File: src/clsu_pkg.sv
package clsu_pkg;

  localparam int MEM_WORDS = 65536;
  localparam int MEM_AW    = $clog2(MEM_WORDS);
  localparam logic [MEM_AW-1:0] MEM_LAST = MEM_AW'(MEM_WORDS - 1);

  localparam int NUM_REGS  = 8;
  localparam int REG_IDX_W = $clog2(NUM_REGS);

  localparam int QUEUE_DEPTH = 2;
  localparam int QUEUE_AW    = $clog2(QUEUE_DEPTH);
  localparam logic [QUEUE_AW:0]   QUEUE_FULL = (QUEUE_AW + 1)'(QUEUE_DEPTH);
  localparam logic [QUEUE_AW-1:0] QUEUE_LAST = QUEUE_AW'(QUEUE_DEPTH - 1);

  localparam logic [REG_IDX_W-1:0] REG_TEXT_LO  = REG_IDX_W'(0);
  localparam logic [REG_IDX_W-1:0] REG_TEXT_HI  = REG_IDX_W'(1);
  localparam logic [REG_IDX_W-1:0] REG_DATA_LO  = REG_IDX_W'(2);
  localparam logic [REG_IDX_W-1:0] REG_DATA_HI  = REG_IDX_W'(3);
  localparam logic [REG_IDX_W-1:0] REG_HEAP_LO  = REG_IDX_W'(4);
  localparam logic [REG_IDX_W-1:0] REG_HEAP_HI  = REG_IDX_W'(5);
  localparam logic [REG_IDX_W-1:0] REG_STACK_LO = REG_IDX_W'(6);
  localparam logic [REG_IDX_W-1:0] REG_STACK_HI = REG_IDX_W'(7);

  typedef enum logic [1:0] {
    KIND_FETCH = 2'd0,
    KIND_LOAD  = 2'd1,
    KIND_STORE = 2'd2,
    KIND_NONE  = 2'd3
  } kind_t;

  localparam logic [1:0] SC_BYTE = 2'd0;
  localparam logic [1:0] SC_HALF = 2'd1;
  localparam logic [1:0] SC_WORD = 2'd2;

  localparam logic [2:0] FLT_OK          = 3'd0;
  localparam logic [2:0] FLT_FETCH_MIS   = 3'd1;
  localparam logic [2:0] FLT_FETCH_OOB   = 3'd2;
  localparam logic [2:0] FLT_LOAD_MIS    = 3'd3;
  localparam logic [2:0] FLT_LOAD_OOB    = 3'd4;
  localparam logic [2:0] FLT_STORE_MIS   = 3'd5;
  localparam logic [2:0] FLT_STORE_OOB   = 3'd6;

  typedef struct packed {
    logic [31:0] text_lo;
    logic [31:0] text_hi;
    logic [31:0] data_lo;
    logic [31:0] data_hi;
    logic [31:0] heap_lo;
    logic [31:0] heap_hi;
    logic [31:0] stack_lo;
    logic [31:0] stack_hi;
  } win_t;

  typedef struct packed {
    logic              mem_op;
    logic [2:0]        fault;
    logic              is_store;
    logic [1:0]        size_code;
    logic              is_signed;
    logic [1:0]        offset;
    logic [MEM_AW-1:0] widx;
    logic [31:0]       sdata;
  } op_t;

  typedef struct packed {
    logic full;
    logic empty;
  } fifo_stat_t;

  typedef struct packed {
    logic clearing;
    logic busy;
  } back_stat_t;

endpackage

File: src/clsu_front.sv
module clsu_front (
  input  logic                 in_valid,
  output logic                 in_ready,
  input  logic [1:0]           in_kind,
  input  logic [1:0]           in_size_code,
  input  logic                 in_is_signed,
  input  logic [31:0]          in_address,
  input  logic [31:0]          in_store_data,
  input  clsu_pkg::win_t       win,
  input  clsu_pkg::fifo_stat_t fifo_stat,
  input  logic                 clearing,
  output logic                 push,
  output clsu_pkg::op_t        op
);
  import clsu_pkg::*;

  function automatic logic span_in(logic [31:0] a, logic [32:0] e,
                                   logic [31:0] lo, logic [31:0] hi);
    return (a >= lo) && (e <= {1'b0, hi});
  endfunction

  logic [1:0]  nsz;
  logic [2:0]  nbytes;
  logic [32:0] end_addr;
  logic        misal;
  logic        wrap;
  logic        in_text;
  logic        in_dls;
  logic [2:0]  fault;

  always_comb begin
    if (in_kind == KIND_FETCH || in_size_code == 2'd3) begin
      nsz = SC_WORD;
    end else begin
      nsz = in_size_code;
    end

    case (nsz)
      SC_BYTE: begin
        nbytes = 3'd1;
        misal  = 1'b0;
        wrap   = &in_address;
      end
      SC_HALF: begin
        nbytes = 3'd2;
        misal  = in_address[0];
        wrap   = &in_address[31:1];
      end
      default: begin
        nbytes = 3'd4;
        misal  = |in_address[1:0];
        wrap   = &in_address[31:2];
      end
    endcase

    end_addr = {1'b0, in_address} + {30'd0, nbytes};
    in_text  = span_in(in_address, end_addr, win.text_lo, win.text_hi);
    in_dls   = span_in(in_address, end_addr, win.data_lo, win.data_hi) ||
               span_in(in_address, end_addr, win.heap_lo, win.heap_hi) ||
               span_in(in_address, end_addr, win.stack_lo, win.stack_hi);

    case (in_kind)
      KIND_FETCH: begin
        fault = misal ? FLT_FETCH_MIS : ((wrap || !in_text) ? FLT_FETCH_OOB : FLT_OK);
      end
      KIND_LOAD: begin
        fault = misal ? FLT_LOAD_MIS : ((wrap || !in_dls) ? FLT_LOAD_OOB : FLT_OK);
      end
      KIND_STORE: begin
        fault = misal ? FLT_STORE_MIS : ((wrap || !in_dls) ? FLT_STORE_OOB : FLT_OK);
      end
      default: begin
        fault = FLT_OK;
      end
    endcase

    op.mem_op    = (in_kind != KIND_NONE) && (fault == FLT_OK);
    op.fault     = fault;
    op.is_store  = (in_kind == KIND_STORE);
    op.size_code = nsz;
    op.is_signed = in_is_signed;
    op.offset    = in_address[1:0];
    op.widx      = in_address[MEM_AW+1:2];
    op.sdata     = in_store_data;
  end

  assign in_ready = !fifo_stat.full && !clearing;
  assign push     = in_valid && in_ready;

endmodule

File: config.mk
export PLATFORM = sky130hd
export DESIGN_NAME = clsu_front
export DESIGN_NICKNAME = d
export VERILOG_FILES = /design/src/clsu_pkg.sv /design/src/clsu_front.sv
export SDC_FILE = /design/constraint.sdc
export NUM_CORES = 1
export LEC_CHECK = 0
export ABC_CLOCK_PERIOD_IN_PS = 5400
export BUFFER_PORTS_ARGS = -buffer_cell sky130_fd_sc_hd__buf_2
export CORE_AREA = 2 2 151 153
export DETAILED_ROUTE_END_ITERATION = 7
export DIE_AREA = 0 0 153 155
export GPL_TIMING_DRIVEN = 0
export SYNTH_ARGS = -nofsm -noshare
export SYNTH_HDL_FRONTEND = slang
export SYNTH_SLANG_ARGS = --single-unit
File: constraint.sdc
create_clock -name vclk -period 5.4
set_input_delay 0.54 -clock vclk [all_inputs]
set_output_delay 0.54 -clock vclk [all_outputs]
set_load 0.01 [all_outputs]
==> impl_metrics.tcl <==
set metrics [dict create \
    areaGrowthSynthToFinish_pct 36.2 \
    wirelength_um 27800 \
    path_delay_family "simple AND/OR/NAND/NOR gates" \
    relSlewSlack_pct 16.4 \
    port_buffers 355 \
    fmax_mhz 183 \
    yosys.area.top_type_share_pct 42.4 \
    multi_input_area_um2 6710 \
    viasPerCell 4.94 \
    required_ns 4.86 \
    cp-start-kind "input pin" \
    crit_buf_inv 5 \
    ant_nets 0 \
    worst_pin_slew_ns 1.22 \
    setup-violations-final 3 \
    max_stage_delay_ns 0.39 \
    worst_slack_ns -0.0683 \
    nets 2044 \
    grt_use_total_pct 21.9 \
    drv_cap 0 \
    yosysUniqueCellTypes 53 \
    grt-ovfl-total 0 \
    die_h_um 155 \
    die-width_um 153 \
    synth.top_cells.by_area "ha_1, inv_1, a21oi_1" \
    gp_congestion 0.876 \
    ys_top_cells_by_count "inv_1, ha_1, a21oi_1" \
    place_area_um2 9780 \
    drcViolationCount 0 \
    row_count 55 \
    cts_hold_buf 0 \
    rsz0062_at_grt "true" \
    fin_cells 1740 \
    irDropWorstVdd_v 0.0000423 \
    core_um2 22200 \
    regArea_um2 0 \
    worstPathArrival_ns 4.93 \
    finalInstanceArea_um2 10400 \
    failed_checks "negative setup slack" \
    dpl.hpwl_um 24800 \
    slew_violations 0 \
    yosysSeqAreaShare_pct 0 \
    syn_avg_cell_area_um2 7.06 \
    nFillCells 2304 \
    design.seq.count 0 \
    place_inst 1722 \
    min_period_ns 5.47 \
    cp-end-kind "output pin" \
    crit_fanout 6 \
    crit_chain "buf_12 -> nor2_4 -> nor2_4 -> inv_2 -> nor2_4 -> ha_4 -> inv_2 -> fa_2 -> nand2b_4 -> a2111oi_4 -> buf_4 -> and2_4 -> nand2_1 -> xnor2_4 -> ha_4 -> nand4_1 -> nor4_4 -> nand4_1 -> a21oi_2 -> a41oi_4 -> o22ai_2 -> or2_1 -> o32ai_2 -> buf_4" \
    first_pass_iters 6 \
    drtIter0Drc 376 \
    grt_pass1_wl_um 41900 \
    wire_per_inst_um 16.0 \
    hold_viol 0 \
    p_leak_nw 6.37 \
    preCtsSetupSlack_ns -1.36 \
    grt_max_degree 12 \
    syn_area_um2 7640 \
    initial_core_util_pct 34.4 \
    outcome "complete, but fails checks" \
    p_per_area_nw_per_um2 76.3 \
    synth_fp_nets 1671 \
    antenna_found_initial 2 \
    critPathSlowestCell "fa_2" \
    nClkBuffers 0 \
    synthCells 1082 \
    io_pins 389 \
    hold_class "input pin to output pin" \
    cp_common_cell "nor2_4" \
    die-area_um2 23700 \
    period_share_pct 101 \
    synth.most_common_cell "inv_1" \
    crit_type "input pin to output pin" \
    ys_warn_count 0 \
    grt_pass1_vias 8404 \
    synth.largest_area_cell "ha_1" \
    vias 8601 \
    drive_gt1_share_pct 33.4 \
    tns_ns -0.135 \
]
-- cell type report --
cell class / count / area share (%)
plain buffers: 51 / 3.68
repair buffers: 372 / 18.8
diodes: 2 / 0.0481
well taps: 285 / 3.42
inverters: 267 / 9.63
multi-input cells: 763 / 64.4
-- logic make-up after synthesis --
family	after synthesis	share of synthesized area (%)
XOR/XNOR	30	3.44
AO/OA/AOI/OAI	235	19.7
adder cells (fa/ha/maj)	260	42.7
AND/OR/NAND/NOR	238	15.9
buffers and inverters	319	18.3
-- what timing repair did --
action | CTS | global route
endpoints found under the setup margin | 3 | 3
setup buffers | 11 | 6
gates resized for setup | 59 | 30
pin swaps | 23 | 29
hold endpoints to repair | 0 | 0
-- per-layer routing --
layer  routed length (µm)  GRT usage (%)  vias to the layer above  part of all wire (%)
met2                14000           42.5                      298                    50
met3                 1690           2.65                       27                   6.1
met1                11800           26.3                     3808                    42
met4                  384           2.69                        0                   1.4
li1                     -              -                     4468                     -
met5                    0              0                        -                     0
-- worst paths after layout --
| path | slack [ns] | to | cells past startpoint | start |
|---|---|---|---|---|
| max | -0.07 | op[55] | 24 | in_kind[1] |
| min | 1.26 | op[3] | 2 | in_store_data[3] |
-- cells in the final DEF (no fill, tap or decap), drive strengths merged, types with 2 or more instances in the layout --
cell     synthesis  routed
a2bb2oi          3       3
a21oi           79      79
and4             8       8
a221oi           3       3
inv            267     267
xnor2           18      18
a2111o           2       2
a21o            25      25
nor2            51      51
nor4            10      10
a211o            3       3
a31oi            2       2
and2             5       5
nand2b           6       6
nand2           58      58
and3             8       8
nor3            13      13
ha             259     259
buf             52     423
a22oi            2       2
nor2b            2       2
nand3           17      17
o21a             6       6
a41oi            2       2
xor2            12      12
a211oi          18      18
o211ai           9       9
o21ai           55      55
or2              2       2
nor3b            4       4
a2111oi          7       7
nand4           52      52
o31ai            5       5
o2111ai          4       4
diode            0       2
a221o            2       2
-- metrics by stage --
stage / hold slack (ns) / util [%] / total power [mW]
5_1_grt: 1.27 / 46.8 / 0.901
4_1_cts: 1.26 / 46.0 / 0.778
3_5_place_dp: 1.26 / 44.0 / 0.741
3_3_place_gp: 1.26 / 44.0 / 0.726
6_report: 1.26 / 46.8 / 0.794
2_1_floorplan: 1.13 / - / 0.443
-- where the power goes --
part	internal (mW)	total (mW)	leakage (nW)	switching [mW]
clock	0.0000000495	0.0000000495	0.0000127	0
combinational	0.370	0.794	6.37	0.425
sequential	0	0	0	0
total	0.370	0.794	6.37	0.425
Note: power is estimated with default switching activity, not from simulation.
