`src/clsu_pkg.sv`:
```
package clsu_pkg;

  localparam int MEM_WORDS = 65536;
  localparam int MEM_AW    = $clog2(MEM_WORDS);
  localparam logic [MEM_AW-1:0] MEM_LAST = MEM_AW'(MEM_WORDS - 1);

  localparam int NUM_REGS  = 8;
  localparam int REG_IDX_W = $clog2(NUM_REGS);

  localparam int QUEUE_DEPTH = 2;
  localparam int QUEUE_AW    = $clog2(QUEUE_DEPTH);
  localparam logic [QUEUE_AW:0]   QUEUE_FULL = (QUEUE_AW + 1)'(QUEUE_DEPTH);
  localparam logic [QUEUE_AW-1:0] QUEUE_LAST = QUEUE_AW'(QUEUE_DEPTH - 1);

  localparam logic [REG_IDX_W-1:0] REG_TEXT_LO  = REG_IDX_W'(0);
  localparam logic [REG_IDX_W-1:0] REG_TEXT_HI  = REG_IDX_W'(1);
  localparam logic [REG_IDX_W-1:0] REG_DATA_LO  = REG_IDX_W'(2);
  localparam logic [REG_IDX_W-1:0] REG_DATA_HI  = REG_IDX_W'(3);
  localparam logic [REG_IDX_W-1:0] REG_HEAP_LO  = REG_IDX_W'(4);
  localparam logic [REG_IDX_W-1:0] REG_HEAP_HI  = REG_IDX_W'(5);
  localparam logic [REG_IDX_W-1:0] REG_STACK_LO = REG_IDX_W'(6);
  localparam logic [REG_IDX_W-1:0] REG_STACK_HI = REG_IDX_W'(7);

  typedef enum logic [1:0] {
    KIND_FETCH = 2'd0,
    KIND_LOAD  = 2'd1,
    KIND_STORE = 2'd2,
    KIND_NONE  = 2'd3
  } kind_t;

  localparam logic [1:0] SC_BYTE = 2'd0;
  localparam logic [1:0] SC_HALF = 2'd1;
  localparam logic [1:0] SC_WORD = 2'd2;

  localparam logic [2:0] FLT_OK          = 3'd0;
  localparam logic [2:0] FLT_FETCH_MIS   = 3'd1;
  localparam logic [2:0] FLT_FETCH_OOB   = 3'd2;
  localparam logic [2:0] FLT_LOAD_MIS    = 3'd3;
  localparam logic [2:0] FLT_LOAD_OOB    = 3'd4;
  localparam logic [2:0] FLT_STORE_MIS   = 3'd5;
  localparam logic [2:0] FLT_STORE_OOB   = 3'd6;

  typedef struct packed {
    logic [31:0] text_lo;
    logic [31:0] text_hi;
    logic [31:0] data_lo;
    logic [31:0] data_hi;
    logic [31:0] heap_lo;
    logic [31:0] heap_hi;
    logic [31:0] stack_lo;
    logic [31:0] stack_hi;
  } win_t;

  typedef struct packed {
    logic              mem_op;
    logic [2:0]        fault;
    logic              is_store;
    logic [1:0]        size_code;
    logic              is_signed;
    logic [1:0]        offset;
    logic [MEM_AW-1:0] widx;
    logic [31:0]       sdata;
  } op_t;

  typedef struct packed {
    logic full;
    logic empty;
  } fifo_stat_t;

  typedef struct packed {
    logic clearing;
    logic busy;
  } back_stat_t;

endpackage

```
`src/clsu_fifo.sv`:
```
module clsu_fifo (
  input  logic                   clk,
  input  logic                   rst_n,
  input  logic                   push,
  input  clsu_pkg::op_t          push_op,
  input  logic                   pop,
  output clsu_pkg::op_t          head_op,
  output clsu_pkg::fifo_stat_t   stat
);
  import clsu_pkg::*;

  op_t                 entry_r [QUEUE_DEPTH];
  logic [QUEUE_AW-1:0] wr_ptr_r, wr_ptr_nxt;
  logic [QUEUE_AW-1:0] rd_ptr_r, rd_ptr_nxt;
  logic [QUEUE_AW:0]   count_r, count_nxt;

  always_comb begin
    wr_ptr_nxt = wr_ptr_r;
    rd_ptr_nxt = rd_ptr_r;
    count_nxt  = count_r;
    if (push) begin
      wr_ptr_nxt = (wr_ptr_r == QUEUE_LAST) ? '0 : wr_ptr_r + QUEUE_AW'(1);
    end
    if (pop) begin
      rd_ptr_nxt = (rd_ptr_r == QUEUE_LAST) ? '0 : rd_ptr_r + QUEUE_AW'(1);
    end
    case ({push, pop})
      2'b10:   count_nxt = count_r + (QUEUE_AW + 1)'(1);
      2'b01:   count_nxt = count_r - (QUEUE_AW + 1)'(1);
      default: count_nxt = count_r;
    endcase
  end

  always_ff @(posedge clk) begin
    if (!rst_n) begin
      wr_ptr_r <= '0;
      rd_ptr_r <= '0;
      count_r  <= '0;
    end else begin
      wr_ptr_r <= wr_ptr_nxt;
      rd_ptr_r <= rd_ptr_nxt;
      count_r  <= count_nxt;
    end
  end

  always_ff @(posedge clk) begin
    if (push) begin
      entry_r[wr_ptr_r] <= push_op;
    end
  end

  assign head_op    = entry_r[rd_ptr_r];
  assign stat.full  = (count_r == QUEUE_FULL);
  assign stat.empty = (count_r == '0);

endmodule

```
`config.mk`:
```
export PLATFORM = sky130hd
export DESIGN_NAME = clsu_fifo
export DESIGN_NICKNAME = d
export VERILOG_FILES = /design/src/clsu_pkg.sv /design/src/clsu_fifo.sv
export SDC_FILE = /design/constraint.sdc
export NUM_CORES = 1
export LEC_CHECK = 0
export ABC_AREA = 1
export BUFFER_PORTS_ARGS = -buffer_cell sky130_fd_sc_hd__buf_2
export CAP_MARGIN = 20
export CORE_MARGIN = 2
export CORE_UTILIZATION = 47
export DETAILED_ROUTE_END_ITERATION = 16
export PLACE_DENSITY = 0.76
export SKIP_LAST_GASP = 1
export SLEW_MARGIN = 20
export SYNTH_ARGS = -nofsm -noshare
export SYNTH_HDL_FRONTEND = slang
export SYNTH_SLANG_ARGS = --single-unit
```
`constraint.sdc`:
```
create_clock -name clk -period 3.8 [get_ports clk]
set_input_delay 0.76 -clock clk [delete_from_list [all_inputs] [get_ports clk]]
set_output_delay 0.76 -clock clk [all_outputs]
set_load 0.02 [all_outputs]
```
==> key figures, run 1 <==
Placement
  • Pre-CTS WS: 1.48 ns
  • Placer congestion estimate: 0.681
  • HPWL Detailed: 4880 µm
  • Number of buffers added on ports: 121

Worst setup path
  • Setup crit start kind: flop
  • Kind of critical path: reg -> out
  • Worst r2r src: wr_ptr_r$_SDFFE_PN0P_
  • Worst path arrival time: 2.04 ns
  • Crit path capture type: primary output
  • Required @ worst endpoint: 3.04 ns
  • Crit-path max FO: 58

Logic synthesis
  • Share of the synthesized area in the top cell type: 0.776
  • Synth Register Bits: 121
  • Post-synthesis simple-gate area fraction: 0.0181
  • Synthesized instance count: 215
  • Synth Flop Type: edfxtp_1
  • Post-synthesis adder-cell area fraction: 0.00279
  • Post-synthesis sequential area ratio: 0.799
  • Compound-Gate Fraction of Synth Area: 0.00223
  • Syn_area_per_cell: 20.9 µm²
  • Cell Area, Synth: 4490 µm²
  • Synthesis Warnings: 0
  • Post-synth cell types: 13
  • Leading area contributor after synthesis: edfxtp_1
  • Largest family of logic cells by synthesized area: multiplexers
  • Post-synth top cells: edfxtp_1, mux2_2, mux2_4
  • Post-synthesis mux area share: 0.162
  • Post-synth ARST share: 0
  • Syn nets: 278
  • EDFF count, synth: 116
  • Synth area leaders: edfxtp_1, mux2_2, mux2_4
  • Most frequent cell after synthesis: edfxtp_1
  • Post-synthesis xor/xnor area fraction: 0

Clocking
  • CTS clk-pin slew, worst paths: 0.06 ns
  • Clock tree buffer depth: 2
  • Resized cells post-CTS: 0
  • # clock sinks: 121
  • Clock Tree Root: clkbuf_8
  • CTS buffer count: 17
  • CTS tree: yes
  • Post-CTS Setup Bufs: 0
  • Skew-Pair Late Insertion Delay: 0.50 ns
  • CTS H-tree depth: 4
  • CTS Hold Bufs: 0

Timing
  • Final Hold Slack: 0.444 ns
  • Slew @ Worst Pin: 0.893 ns
  • Worst setup margin: 1.00 ns
  • RSZ-0062 raised after global routing: no
  • # setup viols final: 0
  • Fin. max-slew vios: 0
  • Sum of negative setup slack: 0 ns
  • Final Hold Viols: 0
  • Clk_skew: 0.0109 ns
  • Max-slew headroom: 0.405
  • Fmax: 357 MHz
  • Final Cycle Share: 0.736
  • Minimum clock period: 2.80 ns

Pwr
  • Maximum vdd drop: 0.363 mV
  • PD cells: 586 nW/µm²
  • Leakage power: 2.29 nW

Min path
  • Worst Hold Class: in -> reg
  • HP Start: push_op[40]

Run status
  • Status: finished clean

Die
  • Die area: 10300 µm²
  • Die width: 102 µm
  • Num ports: 122
  • Core area: 9240 µm²
  • # rows: 35
  • Die height: 102 µm
  • Initial Util: 0.486

Cells and area
  • Core Util, Final: 0.630
  • Fin nets: 416
  • Layout overhead on the synthesized area: 29.8%
  • Fraction of layout cells with a size suffix above 1: 0.596
  • Antenna diode count: 0

Route
  • Detailed-route DRC error count: 0
  • Vias: 2358
  • Pre-antenna DRT Iters: 4
  • Vias/cell: 4.76
  • DR WL/cell: 15.1 µm
  • Remaining antenna violation count: 0
  • WL final: 7500 µm
  • Initial DRC count: 90

Global route
  • Gr usage total: 0.151
  • Initial antenna violation count: 0
  • First-pass GRT wire length: 11300 µm
  • Grt ovf: 0
  • Largest net degree at the start of global routing: 59
  • Vias in the first global route: 2396

Flow run
  • Max_cap viols: 0
[flip-flops by register name (all words and copies together) (netlist names), named ones only]
name,flops
count_r,2
entry_r,116
rd_ptr_r,1
wr_ptr_r,1
[metrics by stage]
step	instance area (µm²)	instances	power, mW
detailed placement	5250	463	1.92
CTS	5820	495	3.46
global route	5820	495	3.55
global placement	5250	463	1.91
floorplan	4490	215	1.80
finish	5820	495	3.41
[report_power, final]
group,internal [mW],leakage [nW],switching (mW)
Combinational,0.136,0.875,0.167
Clock,0.944,0.280,0.585
Sequential,1.54,1.13,0.0385
Total,2.62,2.29,0.791
[cell usage in the layout (no fill, tap or decap)]
| master | count |
|---|---|
| buf_2 | 121 |
| edfxtp_1 | 116 |
| mux2_2 | 38 |
| mux2_4 | 20 |
| clkbuf_16 | 16 |
| nor2_1 | 11 |
| nand2_1 | 8 |
| inv_6 | 6 |
| inv_1 | 5 |
| dfxtp_1 | 4 |
| buf_4 | 4 |
| clkinv_4 | 3 |
| clkinv_2 | 2 |
| clkinvlp_4 | 2 |
| bufinv_16 | 2 |
| inv_2 | 1 |
| nor2_4 | 1 |
| o21ai_0 | 1 |
| a21oi_1 | 1 |
| nand4_1 | 1 |
| ha_1 | 1 |
| dfxtp_4 | 1 |
| clkbuf_8 | 1 |
[routing by layer]
layer / up-vias / wire length (µm) / global-route usage
li1: 1110 / - / -
met1: 1143 / 3020 / 0.169
met2: 93 / 3850 / 0.252
met3: 12 / 533 / 0.0594
met4: 0 / 97 / 0.0748
met5: - / 0 / 0
[final cells by class]
| cell class | count | area [µm²] |
|---|---|---|
| fillers | 691 | 3420 |
| well taps | 129 | 161 |
| clock inverters | 15 | 164 |
| clock buffers | 17 | 414 |
| flip-flops and latches | 121 | 3590 |
| inverters | 6 | 22.5 |
| multi-input cells | 82 | 840 |
| repair buffers | 125 | 636 |
[critical path: stages, from the launching register on]
cell and delay (ns):
dfxtp_4 0.93, mux2_2 0.43, buf_2 0.16
[cells by family (layout without fill, tap and decap cells)]
logic type,Yosys count,after routing
multiplexers,58,58
flip-flops,121,121
AND/OR/NAND/NOR,21,21
buffers and inverters,12,163
AO/OA/AOI/OAI,2,2
adder cells (fa/ha/maj),1,1
[path summary, 6_finish.rpt]
check	to	slack, ns	cells after the start
hold reg to reg	flop	0.52	2
hold / removal	entry_r[0][40]$_DFFE_PP_	0.44	1
setup reg to reg	entry_r[1][37]$_DFFE_PP_	2.21	3
setup / recovery	head_op[55]	1.00	2
Power figures use the tool's default switching activity.
==> run 2: changes to the inputs <==
--- a/config.mk
+++ b/config.mk
@@ -9,9 +9,9 @@
 export BUFFER_PORTS_ARGS = -buffer_cell sky130_fd_sc_hd__buf_2
 export CAP_MARGIN = 20
 export CORE_MARGIN = 2
-export CORE_UTILIZATION = 47
+export CORE_UTILIZATION = 52
 export DETAILED_ROUTE_END_ITERATION = 16
-export PLACE_DENSITY = 0.76
+export PLACE_DENSITY = 0.79
 export SKIP_LAST_GASP = 1
 export SLEW_MARGIN = 20
 export SYNTH_ARGS = -nofsm -noshare
==> constraint.sdc (replaced) <==
create_clock -name clk -period 2.9 [get_ports clk]
set_input_delay 0.58 -clock clk [delete_from_list [all_inputs] [get_ports clk]]
set_output_delay 0.58 -clock clk [all_outputs]
set_load 0.02 [all_outputs]
==> key figures, run 2 (synthesized netlist as in run 1, its figures left out) <==
Run status
  • Status: finished clean (unchanged)

Global route
  • Grt ovf: 0 (unchanged)
  • Gr usage total: 0.168 (was 0.151)
  • Largest net degree at the start of global routing: 39 (was 59)
  • Initial antenna violation count: 0 (unchanged)
  • First-pass GRT wire length: 11900 µm (was 11300 µm)
  • Vias in the first global route: 2479 (was 2396)

Worst setup path
  • Crit-path max FO: 33 (was 58)
  • Max stage delay on crit path: 0.58 ns (was 0.93 ns)
  • Worst r2r src: wr_ptr_r$_SDFFE_PN0P_ (unchanged)
  • Kind of critical path: reg -> out (unchanged)
  • CP max-delay cell: dfxtp_4 (unchanged)
  • Worst path cell trace: buf_12 > mux2_2 > buf_2 (was mux2_2 > buf_2)
  • R2r setup slk: 1.40 ns (was 2.21 ns)
  • Setup crit start kind: flop (unchanged)
  • Required @ worst endpoint: 2.32 ns (was 3.04 ns)
  • Worst Path Buf+Inv: 2 (was 1)
  • R2R Path End: entry_r[1][54]$_DFFE_PP_ (was entry_r[1][37]$_DFFE_PP_)
  • Crit path capture type: primary output (unchanged)
  • Worst path arrival time: 1.91 ns (was 2.04 ns)
  • Worst reg-to-reg path cell count: 3 (unchanged)
  • Worst path top cell family by delay: flip-flops (unchanged)

Placement
  • Placer congestion estimate: 0.676 (was 0.681)
  • Number of buffers added on ports: 121 (unchanged)
  • Placed Area: 5240 µm² (was 5250 µm²)
  • HPWL Detailed: 5060 µm (was 4880 µm)
  • Pre-CTS WS: 0.892 ns (was 1.48 ns)

Cells and area
  • Reg area: 3590 µm² (unchanged)
  • Max reg flops: 116 (unchanged)
  • Largest registers: entry_r (116), count_r (2) (unchanged)
  • Final Cell Area: 5890 µm² (was 5820 µm²)
  • Fillers: 553 (was 691)
  • Core Util, Final: 0.709 (was 0.630)
  • Area occupied by multi-input gates: 840 µm² (unchanged)
  • Largest Register: entry_r (unchanged)
  • Fraction of layout cells with a size suffix above 1: 0.585 (was 0.596)
  • Most common cell after layout, fill and taps aside: buf_2 (unchanged)
  • Fin nets: 416 (unchanged)
  • Commonest cells after routing, fill and taps aside: buf_2, edfxtp_1, mux2_2 (unchanged)
  • Antenna diode count: 0 (unchanged)
  • Layout overhead on the synthesized area: 31.2% (was 29.8%)

Route
  • Detailed-route DRC error count: 0 (unchanged)
  • WL final: 7670 µm (was 7500 µm)
  • Initial DRC count: 95 (was 90)
  • DR WL/cell: 16.3 µm (was 15.1 µm)
  • Vias/cell: 5.03 (was 4.76)
  • Remaining antenna violation count: 0 (unchanged)
  • Pre-antenna DRT Iters: 4 (unchanged)
  • Vias: 2370 (was 2358)

Timing
  • Fmax: 401 MHz
  • Slew @ Worst Pin: 0.517 ns (was 0.893 ns)
  • Sum of negative setup slack: 0 ns (unchanged)
  • Fin. max-slew vios: 0 (unchanged)
  • Final Hold Viols: 0 (unchanged)
  • Max-slew headroom: 0.655 (was 0.405)
  • Final Cycle Share: 0.860
  • Minimum clock period: 2.49 ns
  • RSZ-0062 raised after global routing: no (unchanged)
  • Final Hold Slack: 0.265 ns (was 0.444 ns)
  • Worst setup margin: 0.407 ns (was 1.00 ns)
  • # setup viols final: 0 (unchanged)
  • Clk_skew: 0.0103 ns (was 0.0109 ns)

Clocking
  • Resized cells post-CTS: 0 (unchanged)
  • Post-CTS Setup Bufs: 0 (unchanged)
  • Clock tree buffer depth: 2 (unchanged)
  • Clock Tree Root: clkbuf_8 (unchanged)
  • CTS Hold Bufs: 0 (unchanged)
  • CTS clk-pin slew, worst paths: 0.06 ns (about the same)
  • Skew-Pair Late Insertion Delay: 0.50 ns (about the same)
  • CTS buffer count: 17 (unchanged)
  • # clock sinks: 121 (unchanged)
  • CTS H-tree depth: 4 (unchanged)
  • CTS tree: yes (unchanged)

Die
  • Initial Util: 0.541 (was 0.486)
  • Die width: 96.9 µm (was 102 µm)
  • Die area: 9390 µm² (was 10300 µm²)
  • Die height: 96.9 µm (was 102 µm)
  • Core area: 8300 µm² (was 9240 µm²)
  • Num ports: 122 (unchanged)
  • # rows: 33 (was 35)

Min path
  • Worst Hold Class: in -> reg (unchanged)
  • Hold Crit Depth: 1 (unchanged)
  • Worst hold endpoint: entry_r[0][14]$_DFFE_PP_ (was entry_r[0][40]$_DFFE_PP_)
  • HP Start: push_op[14] (was push_op[40])

Pwr
  • PD cells: 804 nW/µm² (was 586 nW/µm²)
  • Maximum vdd drop: 0.467 mV (was 0.363 mV)
  • Leakage power: 2.33 nW (was 2.29 nW)

Flow run
  • Max_cap viols: 0 (unchanged)
-- run 2: cell types whose count changed in the layout (fill, tap and decap cells not counted) --
cell and delta:
bufinv_16 +4, clkbuf_1 +1, buf_12 +2, inv_6 -6
buf_4 -2, clkinvlp_4 -2, clkinv_1 +3
-- run 2: final cells by class --
| type | count | share of cell area |
|---|---|---|
| Clock buffer | 18 | 0.0710 |
| Inverter | 6 | 0.00383 |
| Tap cell | 105 | 0.0223 |
| Clock inverter | 14 | 0.0387 |
| Multi-Input combinational cell | 82 | 0.143 |
| Timing Repair Buffer | 125 | 0.112 |
| Sequential cell | 121 | 0.609 |
-- run 2: report_power, final --
part / switching [mW] / internal [mW] / total (mW) / leakage [nW]
clock: 0.700 / 1.56 / 2.26 / 0.315
combinational: 0.235 / 0.182 / 0.417 / 0.882
sequential: 0.0364 / 2.02 / 2.06 / 1.13
total: 0.971 / 3.76 / 4.73 / 2.33
-- run 2: metal layers --
layer  wire length [µm]  part of all wire  global-route usage
met4                 21            0.0027              0.0585
met1               3130              0.41               0.190
met2               3920              0.51               0.284
met5                  0                 0                   0
met3                587             0.077              0.0751
-- run 2: worst max path at each step --
stage,to,start,depth (start not counted),slack (ns)
CTS,head_op[3],flop,3,0.36
detailed placement,head_op[3],flop,3,0.89
finish,head_op[3],flop,3,0.41
global route,head_op[3],flop,3,0.31
floorplan,entry_r[0][0]$_DFFE_PP_,push,2,0.36
global placement,head_op[52],flop,3,0.92
-- run 2: metrics by stage --
stage,std cells,power [mW]
3_5_place_dp,439,2.52
5_1_grt,471,4.89
2_1_floorplan,215,2.36
4_1_cts,471,4.78
3_3_place_gp,439,2.50
6_report,471,4.73
